<file path="src/rtl/c2d_ram.sv">
`default_nettype none
// c2d_ram: generic simple dual-port RAM, one write port, one registered read port
module c2d_ram #(
  parameter int WIDTH = 16,
  parameter int DEPTH = 256
) (
  input  logic                     clk,
  input  logic                     we,
  input  logic [$clog2(DEPTH)-1:0] waddr,
  input  logic [WIDTH-1:0]         wdata,
  input  logic                     re,
  input  logic [$clog2(DEPTH)-1:0] raddr,
  output logic [WIDTH-1:0]         rdata
);

  logic [WIDTH-1:0] mem [DEPTH];

  always_ff @(posedge clk) begin
    if (we) begin
      mem[waddr] <= wdata;
    end
    if (re) begin
      rdata <= mem[raddr];
    end
  end

endmodule
`default_nettype wire

</file>
<file path="config.mk">
export PLATFORM = sky130hd
export DESIGN_NAME = c2d_ram
export DESIGN_NICKNAME = d
export VERILOG_FILES = /design/src/rtl/c2d_ram.sv
export SDC_FILE = /design/constraint.sdc
export NUM_CORES = 2
export LEC_CHECK = 0
export BUFFER_PORTS_ARGS = -buffer_cell sky130_fd_sc_hd__buf_2
export CORE_ASPECT_RATIO = 1.4
export CORE_MARGIN = 3
export CORE_UTILIZATION = 35
export DETAILED_ROUTE_END_ITERATION = 6
export HOLD_SLACK_MARGIN = 0.06
export PLACE_DENSITY = 0.57
export SETUP_SLACK_MARGIN = 0.05
export SLEW_MARGIN = 30
export SYNTH_ARGS = -nofsm -noshare
export SYNTH_HDL_FRONTEND = slang
export SYNTH_SLANG_ARGS = --single-unit
</file>
<file path="constraint.sdc">
create_clock -name clk -period 4.2 [get_ports clk]
set_clock_uncertainty 0.2 [all_clocks]
set_input_delay 1.05 -clock clk [delete_from_list [all_inputs] [get_ports clk]]
set_output_delay 1.05 -clock clk [all_outputs]
set_load 0.02 [all_outputs]
</file>
* Yosys cells after proc, flatten, opt, wreduce, memory -nomap -nowiden *
Memory sizes are Yosys's and may differ from the RTL's. A register that Yosys moved wholly into a read port is not among the register bits.
Cells that the tools add are included.

cells by class
  reduce and logical (&&, ||, !) cells = 0
  equality and inequality tests = 0
  $mul = 0
  divide/modulo/power cells = 0
  multiplexer cells = 2
  shifts and indexed selects = 0
  add/sub/neg operators = 0
  $lt $le $gt $ge = 0
  bitwise operators = 0

operator list
  kind              number
  2-to-1 mux 1 bit  2

storage, ports and cells
  output and inout port bits = 16
  bits in registers = 0
  bits in read-only memories = 0
  bits of input ports = 35
  latch bits = 0
  bits in writable memories = 4,096
  memories kept = 1

memory list
  name  words  width  read ports  clocked after Yosys merged registers in  write ports  line  source
  mem   256    16     1           1                                        1            16    logic [WIDTH-1:0] mem [DEPTH];

* Logic depth before layout (Yosys ltp) *
  depth in word-level cells = 2
  depth in mapped cells = 12
  depth with buffers taken out = 6

* Worst setup path after synthesis *
No wires, ideal clock.

  path kind = in2reg
  from = input port raddr[0]
  to = register rdata[4], read port of mem, data pin
  library setup time = 0.265 ns
  slack = 0.701 ns
  stages on the path = 8
  path buffers = 3
  data arrival time = 3.034 ns
  data required time = 3.735 ns
  cells stage by stage = buf_6 -> buf_6 -> buf_2 -> mux4_2 -> mux4_2 -> a22o_1 -> o32ai_2 -> nor4_2

RTL lines
  item             line  source
  start, declared  12    input logic [$clog2(DEPTH)-1:0] raddr,
  end, declared    13    output logic [WIDTH-1:0] rdata

==> metrics.txt <==
Syn-to-layout area delta=16.12%; pwr dens=453.8 mW/mm^2; Num CTS Buffers=about 370; Worst Setup Start Kind=primary input; number of synthesized flops with an enable pin=4,112; f_max=~250 MHz; most frequent cells in the layout=edfxtp_1, mux4_2, buf_4; top_reg_cell synth=edfxtp_1; Hold Path Class=primary input to flop; vias per cell=about 5.4; final net count=a little over 8,000; post-layout min period=4066 ps; dpl ws=-868.4 ps; post-route ant nets=0; Clock transition at path regs=60 ps; quantity of gates resized following cts=0; Final WS setup=approximately 130 ps; initial antenna violation count=28; top post-synthesis cells by area=edfxtp_1, mux4_2, mux2i_1; post-detailed-placement half-perimeter wirelength=284.9 mm; RSZ-0062 raised after global routing=false; fraction of layout cells with a size suffix above 1=0.2854; commonest non-fill, non-tap cell in the layout=edfxtp_1; worst rel slew slack=0.2579; Fin. Hold Viols=0; register area share after synthesis=0.7772; setup bufs post-CTS=0; drc violations=0; Routability Congestion=0.9012; # placed instances=13,830; Core Rows=292; starting density of the core=0.3515; CTS Hold Bufs=0; max cap viols=0; FF-to-FF setup slack=620 ps; Worst-Margin Slew=1113 ps; peak supply drop=0.3275 mV; final setup vio count=0; drt wl/cell=30.59 um; share of the synthesized area in the top cell type=0.7772; Clk Latency, worst-skew pair=between 900 and 1000 ps; area leader, netlist=edfxtp_1; vias in the first global route=just over 80,000; Seq cells post-synth=4,112; GRT Overall Usage=0.1890; first-pass GRT wire length=627.9 mm; gr ovfl total=0; GRT met2 Usage=0.3245; gr busiest metal=met2; multi-input logic area=0.03305 sq mm; Fill cells=39,380; Initial DRC Count=7,839; final cell count without fillers=14,520; Overall Power=about 84,000 uW; Async SR Flop Fraction=0; Post-Layout Inst Area=0.1845 sq mm; Routed WL=~440 mm; Synth Net Count=about 7,400; H-tree lvl count=5; IO buf count=50; Die H=803.2 um; critical path class=primary input to flop; Critical Path RT=4690 ps; Synth Warn #=0; met1 global-route usage=0.2286; chip width=575.4 um; FF+latch area=around 0.12 sq mm; Final period util=0.9681; Data arrival, critical path=around 4600 ps; CP Max Fanout=17; Core Region=0.4519 sq mm; Mapped Area=0.1589 sq mm; max-slew violations=0; Post-Synthesis Cells=7,360; Die ar.=0.4622 sq mm; Via Count=78,830; Sink Count=4,112; CTS Root Cell=clkbuf_16; clock tree from TritonCTS=built; Worst Setup End Kind=flop; TritonRoute pass-1 iters=6; post-synth cell types=51; syn avg cell area=21.59 sq um; largest net degree at the start of global routing=125; P_leak=0.05847 uW; CTS max path bufs=4; Post-DP Area=0.1725 sq mm; Top Ports=roughly 50; met3 Use GR=0.02950; status=complete, no violations
cell usage after synthesis (2+ instances only):
library cell,number
edfxtp_1,4112
mux4_2,797
mux2i_1,565
nor2_1,304
o221ai_1,252
clkbuf_1,230
a21oi_1,175
o22ai_1,148
nor3_1,92
mux2_2,88
buf_6,77
buf_2,76
a22oi_1,43
nand2_1,38
o21ai_0,37
nand3_1,35
a22o_1,32
a221oi_1,28
buf_1,27
buf_4,26
nand4_1,26
o32ai_1,20
a211oi_1,18
nor4_1,17
o31ai_1,16
and3_1,11
buf_8,11
nor2b_1,9
a2111oi_0,6
a31oi_1,6
buf_12,5
or2_2,4
inv_1,3
nand2b_1,3
nand4b_1,3
a21o_1,2
and4_1,2
nor4bb_1,2
or3_1,2
worst paths after layout:
path | from | to | cells after the start
setup / recovery | raddr[0] | rdata[12] | 11
hold / removal | wdata[10] | mem[66][10] | 1
setup reg to reg | mem[10][12] | rdata[12] | 8
hold reg to reg | mem[218][6] | rdata[6] | 6
kinds of logic after synthesis:
logic type | Yosys count | synth area share
mux | 1450 | 0.1548
simple gates | 556 | 0.01573
buf+inv | 456 | 0.01692
flops | 4112 | 0.7772
compound gates | 786 | 0.03534
critical path, cell delays in order:
cell and delay, ps:
buf_12 190, buf_12 230, buf_12 200, mux4_2 510, mux2_2 290, a22oi_1 690
buf_4 230, nand2_1 80, o32ai_1 710, buf_4 260, nor4_1 60
where the power goes:
part	total, uW	leakage [uW]	internal [uW]	switching [uW]
combinational	4700	0.0157	1740	2960
sequential	45300	0.0370	45200	64.1
clock	33700	0.00578	18800	15000
cell type report:
type	count	share of cell area
diodes	13	0.0001763
clock buffers	438	0.05215
clock inverters	228	0.01230
inverters	4	0.0001492
multi-input cells	2792	0.1791
flip-flops and latches	4112	0.6693
well taps	6027	0.04087
repair buffers	901	0.04591
stage by stage:
step | hold slack (ps) | util | TNS [ps]
finish | 298.7 | 0.4082 | 0
global route | 267.5 | 0.4082 | 0
CTS | 262.2 | 0.4080 | 0
detailed placement | 947.5 | 0.3817 | -4475
global placement | 962.4 | 0.3817 | -4747
floorplan | 773.2 | - | 0
routing by layer:
metal	vias up	share of wire
li1	32930	-
met4	14	0.062
met2	2828	0.51
met1	42320	0.37
met3	740	0.060
met5	-	0.00021
registers in the layout (all words and copies together), names as in the netlist:
register and count:
mem 4096, rdata 16
No activity file was read; power rests on OpenSTA's default activity.
