==> src/rtl/c2d_pkg.sv <==
`default_nettype none
// c2d_pkg: shared widths, register codes and reset values for the 2-D convolution block
package c2d_pkg;

  localparam int PIX_W     = 16;  // pixel and weight width
  localparam int PROD_W    = 32;  // exact product width
  localparam int ACC_W     = 40;  // exact window sum width
  localparam int CFG_W     = 64;  // config data width
  localparam int CFG_IDX_W = 3;
  localparam int DIM_W     = 9;   // image width / height fields
  localparam int STRIDE_W  = 4;
  localparam int EXT_W     = 10;  // room for position + stride compares

  // register indexes
  localparam logic [CFG_IDX_W-1:0] CFG_KROW0  = 3'd0;
  localparam logic [CFG_IDX_W-1:0] CFG_WIDTH  = 3'd4;
  localparam logic [CFG_IDX_W-1:0] CFG_HEIGHT = 3'd5;
  localparam logic [CFG_IDX_W-1:0] CFG_STRIDE = 3'd6;

  // register reset values
  localparam logic [DIM_W-1:0]    WIDTH_RST  = 9'd226;
  localparam logic [DIM_W-1:0]    HEIGHT_RST = 9'd226;
  localparam logic [STRIDE_W-1:0] STRIDE_RST = 4'd1;

endpackage
`default_nettype wire

==> src/rtl/c2d_cell.sv <==
`default_nettype none
// c2d_cell: one window column: shift register slot, per-row multipliers and column sum
module c2d_cell
  import c2d_pkg::*;
#(
  parameter int KSIZE = 3
) (
  input  logic                      clk,
  input  logic                      shift_en,
  input  logic                      calc_en,
  input  logic [KSIZE*PIX_W-1:0]    col_in,
  input  logic [KSIZE*PIX_W-1:0]    weights,
  output logic [KSIZE*PIX_W-1:0]    col_out,
  output logic signed [ACC_W-1:0]   psum
);

  logic signed [PROD_W-1:0] prod [KSIZE];
  logic signed [ACC_W-1:0]  col_sum;

  // window column, taken from the right-hand neighbor
  always_ff @(posedge clk) begin
    if (shift_en) begin
      col_out <= col_in;
    end
  end

  always_ff @(posedge clk) begin
    if (calc_en) begin
      for (int i = 0; i < KSIZE; i++) begin
        prod[i] <= $signed(col_out[i*PIX_W +: PIX_W]) * $signed(weights[i*PIX_W +: PIX_W]);
      end
    end
  end

  always_comb begin
    col_sum = '0;
    for (int i = 0; i < KSIZE; i++) begin
      col_sum = col_sum + ACC_W'(prod[i]);
    end
  end

  always_ff @(posedge clk) begin
    if (calc_en) begin
      psum <= col_sum;
    end
  end

endmodule
`default_nettype wire

==> config.mk <==
export PLATFORM = sky130hd
export DESIGN_NAME = c2d_cell
export DESIGN_NICKNAME = d
export VERILOG_FILES = /design/src/rtl/c2d_pkg.sv /design/src/rtl/c2d_cell.sv
export SDC_FILE = /design/constraint.sdc
export NUM_CORES = 2
export LEC_CHECK = 0
export ABC_CLOCK_PERIOD_IN_PS = 14000
export BUFFER_PORTS_ARGS = -buffer_cell sky130_fd_sc_hd__buf_2
export CORE_ASPECT_RATIO = 0.5
export CORE_MARGIN = 1
export CORE_UTILIZATION = 35
export CTS_CLUSTER_SIZE = 8
export DETAILED_ROUTE_END_ITERATION = 8
export GPL_TIMING_DRIVEN = 1
export PLACE_DENSITY = 0.5
export SLEW_MARGIN = 20
export SYNTH_ARGS = -nofsm -noshare
export SYNTH_HDL_FRONTEND = slang
export SYNTH_SLANG_ARGS = --single-unit
==> constraint.sdc <==
create_clock -name clk -period 14 [get_ports clk]
set_clock_uncertainty 0.15 [all_clocks]
set_input_delay 1.4 -clock clk [delete_from_list [all_inputs] [get_ports clk]]
set_output_delay 1.4 -clock clk [all_outputs]
set_load 0.05 [all_outputs]
After elaboration in Yosys (flattened, before gate mapping)
Memories as Yosys holds them, arrays and structs flattened. Index checks and enable logic that the tools add are counted.

Flip-flop bits (word level): 88. Memory bits (writable): 96. Input bits: 99. Output and inout bits: 88. Logic and storage cells: 10. Memories kept: 1.

Memories: prod (depth 3, bits a word 32, rd ports 3, clocked after Yosys merged registers in 0, wr ports 3, line c2d_cell.sv:17) `logic signed [PROD_W-1:0] prod [KSIZE];`.

Add/sub/neg operators: 2. $mul: 3. Multiplexer cells: 2.

Operators by type and width (count): multiplier 16 x 16 -> 32 bit (3); adder 33 x 32 -> 34 bit (1); adder 32 x 32 -> 33 bit (1); 2-to-1 mux 1 bit (2).

Depth between registers and ports, before layout
Depth in word-level cells: 2. Depth in mapped cells: 24. Mapped depth without buffers: 22.

Least setup slack after synthesis
Ideal clock, no wire load.

Kind: input-to-reg. Start point: in weights[33]. End point: mem prod[2][31] (netlist: prod[0][95]), data pin. Library setup time: 0.157 ns. Arrival: 7.168 ns. Required time: 13.693 ns. Setup slack: 6.526 ns. Stages: 20. Path buffers: 1. Cells stage by stage: clkbuf_1 nand2_1 inv_1 fa_1 fa_1 fa_1 fa_1 fa_1 inv_1 fa_1 inv_1 ha_1 and3_1 and3_1 and4_1 and3_1 a221oi_1 o21ai_1 and4_1 nor3_1.

RTL lines: start, declared (line c2d_cell.sv:12) `input logic [KSIZE*PIX_W-1:0] weights,`; end, declared (line c2d_cell.sv:17).

==> results.rst <==
.. list-table::
   :header-rows: 1

   * - Metric
     - Value
   * - Cell types with the highest counts after synthesis
     - inv_1 (871), fa_1 (819), nand2_1 (390), and2_1 (379), ha_1 (278)
   * - Min-Delay Path Class
     - flip-flop to flip-flop
   * - Dpl hpwl
     - 78,600 µm
   * - Total global-route track usage
     - 19.0%
   * - Routed length on met2
     - between 40,000 and 50,000 µm
   * - Critical Setup Path Class
     - input port to flip-flop
   * - Min Tclk post-route
     - 7.50 ns
   * - Setup Viol. Count Final
     - 0
   * - Total iterations of the first detailed-routing run
     - 5
   * - Post-synthesis share of cell area spent on full adders, half adders and majority gates
     - 53.9%
   * - Area share of the largest cell type after synthesis
     - 44.5%
   * - Unrepaired setup endpoints after global routing
     - false
   * - Starting density of the core
     - 35.6%
   * - Max-cap violation count
     - 0
   * - Combinational family with the most area after synthesis
     - adder cells
   * - Count of filler cells inserted in the layout
     - 10.4k
   * - Met1 routed wirelength after detailed routing
     - 45,800 µm
   * - Netlist cell types
     - 66
   * - CTS buffer count
     - 17
   * - Detailed Route WL
     - 95,300 µm
   * - Yosys top cell by area
     - fa_1
   * - Ys flop type
     - edfxtp_1
   * - Synthesized area per cell
     - approximately 10 µm²
   * - Slew @ Worst Pin
     - approximately 0.93 ns
   * - Share of the cycle needed by the critical path after routing
     - 53.6%
   * - Final routed DRC violation total
     - 0
   * - Critical path startpoint category
     - input port
   * - Post-Synth XOR/XNOR Area
     - 3.16%
   * - Post-synthesis sequential area ratio
     - between 10% and 20%
   * - Post-CTS setup-driven buffer insertion count
     - 0
   * - H-tree level count
     - 4
   * - Number of global-route vias before repair
     - 27.1k
   * - Run status
     - finished, final reports clean
   * - Number of instances in the synthesized netlist
     - 3,651
   * - Dominant cells by area after synthesis
     - fa_1 (44%), edfxtp_1 (14%), ha_1 (9.4%)
   * - Hold buffer count at CTS
     - 0
   * - Gp weighted congestion
     - ~0.85
   * - Area of the core region
     - 104,000 µm²
   * - Insertion delay to the later sink of the worst-skew pair
     - 0.50 ns
   * - Register clock-pin slew on the reported worst setup and hold paths
     - around 0.08 ns
   * - Via Count
     - 24.7k
   * - Final Slew Violations
     - 0
   * - Worst endpoint data arrival time
     - roughly 7.6 ns
   * - Number of cell rows
     - 83
   * - Number of top-level design ports
     - 187
   * - CP Capture Type
     - flip-flop
   * - Final hold violations
     - 0
   * - Final setup TNS
     - 0 ns
   * - CP required
     - between 10 and 15 ns
   * - Antenna violations before repair
     - 22
   * - Net Count, Synth
     - 4,847
   * - Leading cell type by number of instances after synthesis
     - inv_1
   * - Simple-gate area share of the yosys netlist
     - 13.3%
   * - Worst-case headroom to the max-slew limit
     - 37.9%
   * - Highest layer used for signal routing
     - met5
   * - Port Buf Inserts
     - 186
   * - Deepest clock path buffer count
     - 2
   * - EDFF count, synth
     - between 150 and 200
   * - Post-synthesis compound-gate area fraction
     - 5.12%
   * - Final-stage net count
     - between 4k and 5k
   * - ANT nets after route
     - 0
   * - Global-route wire length before repair
     - 155,000 µm
   * - Vias per cell
     - ~4.8
   * - Summed instance area of the synthesized netlist
     - 36,900 µm²
   * - Number of warning messages in the yosys log
     - 0
   * - DIE WIDTH
     - between 400 and 500 µm
   * - Cell chosen for the clock root
     - clkbuf_16
   * - Critical-path maximum fanout
     - 16
   * - Maximum number of pins on one net before global-route repair
     - 67
   * - Total of flip-flops plus latches after synthesis
     - 178
   * - CTS resizes
     - 0
   * - Detailed Route Iter0 Violations
     - 1,417
   * - Number of sinks handled by clock tree synthesis
     - 178
   * - Multiplexer share of the synthesized area
     - 0%
   * - Fraction of final layout cells sized beyond drive strength 1
     - 6.21%
   * - Clock tree from TritonCTS
     - built
   * - GRT overflow
     - 0
   * - FMAX
     - 133 MHz
   * - Met3 wire length
     - between 4000 and 5000 µm
   * - Layout overhead on the synthesized area
     - 7.83%
   * - Area of the die
     - around 110,000 µm²
   * - Routed length per placed instance
     - 18.4 µm
   * - Synth async-reset ratio
     - 0%
   * - Die Height
     - 232 µm
==> registers in the layout (all words and copies together) (netlist names) <==
name	count
psum	34
prod	96
col_out	48
==> cell families (layout without fill, tap and decap cells) <==
group | after synthesis | in the layout
adders and majority gates | 1097 | 1097
and+or+nand+nor | 980 | 980
buffers and inverters | 979 | 1096
AOI/OAI and AO/OA | 284 | 284
DFF | 178 | 178
xor gates and xnor gates | 133 | 133
other | 0 | 1
==> final cells by class <==
| type | count | area (µm²) | area share (%) |
|---|---|---|---|
| flip-flops and latches | 178 | 5350 | 13.4 |
| repair buffers | 193 | 988 | 2.49 |
| clock inverters | 14 | 140 | 0.352 |
| well taps | 1402 | 1750 | 4.41 |
| inverters | 872 | 3270 | 8.23 |
| clock buffers | 17 | 425 | 1.07 |
| multi-input cells | 2494 | 27800 | 70.0 |
| diodes | 1 | 2.50 | 0.00629 |
==> critical path, cell delays in order <==
cell       delay [ns]
buf_2            0.23
nand2_1          0.17
inv_1            0.11
fa_1             0.79
fa_1             0.51
fa_1             0.49
fa_1             0.50
fa_1             0.49
inv_1            0.05
fa_1             0.48
inv_1            0.04
ha_1             0.41
a21o_1           0.24
nor3_1           0.15
o221ai_1         0.24
and4_1           0.27
a2111oi_1        0.64
a21oi_1          0.19
xor2_1           0.18
==> per-layer routing <==
layer	vias to the layer above	track usage (%)
met5	-	0
met4	2	4.09
met3	97	2.53
met2	530	29.9
met1	12800	27.7
li1	11200	-
==> worst paths after layout <==
kind | cells past startpoint | slack [ns] | startpoint | to
max | 19 | 6.50 | weights[17] | prod[0][57]
min | 2 | 0.60 | prod[0][65] | psum[1]
max reg2reg | 20 | 6.81 | col_out[11] | prod[0][28]
min reg2reg | 2 | 0.60 | prod[0][65] | psum[1]
==> metrics by stage <==
| step | hold slack [ns] | worst slack (ns) | std cells | utilization (%) | instance area (µm²) |
|---|---|---|---|---|---|
| 5_1_grt | 0.655 | 6.25 | 5171 | 38.4 | 39800 |
| 3_5_place_dp | 0.603 | 5.99 | 5139 | 37.9 | 39200 |
| 3_3_place_gp | 0.581 | 6.12 | 5139 | 37.9 | 39200 |
| 6_report | 0.601 | 6.50 | 5171 | 38.4 | 39800 |
| 4_1_cts | 0.617 | 6.53 | 5170 | 38.4 | 39800 |
| 2_1_floorplan | 0.530 | 6.53 | 3651 | - | 36900 |
==> cell usage in the layout (no fill, tap or decap), drive strengths merged, types with 49 or more instances in the layout <==
cell	n
fa	819
edfxtp	178
buf	193
nand2	390
a21o	49
a21oi	78
and2	379
nor2	95
ha	278
xnor2	98
o21ai	53
inv	880
Power is not shown: default switching activity piles up to over one toggle a cycle in this logic, so the estimate is an artifact.
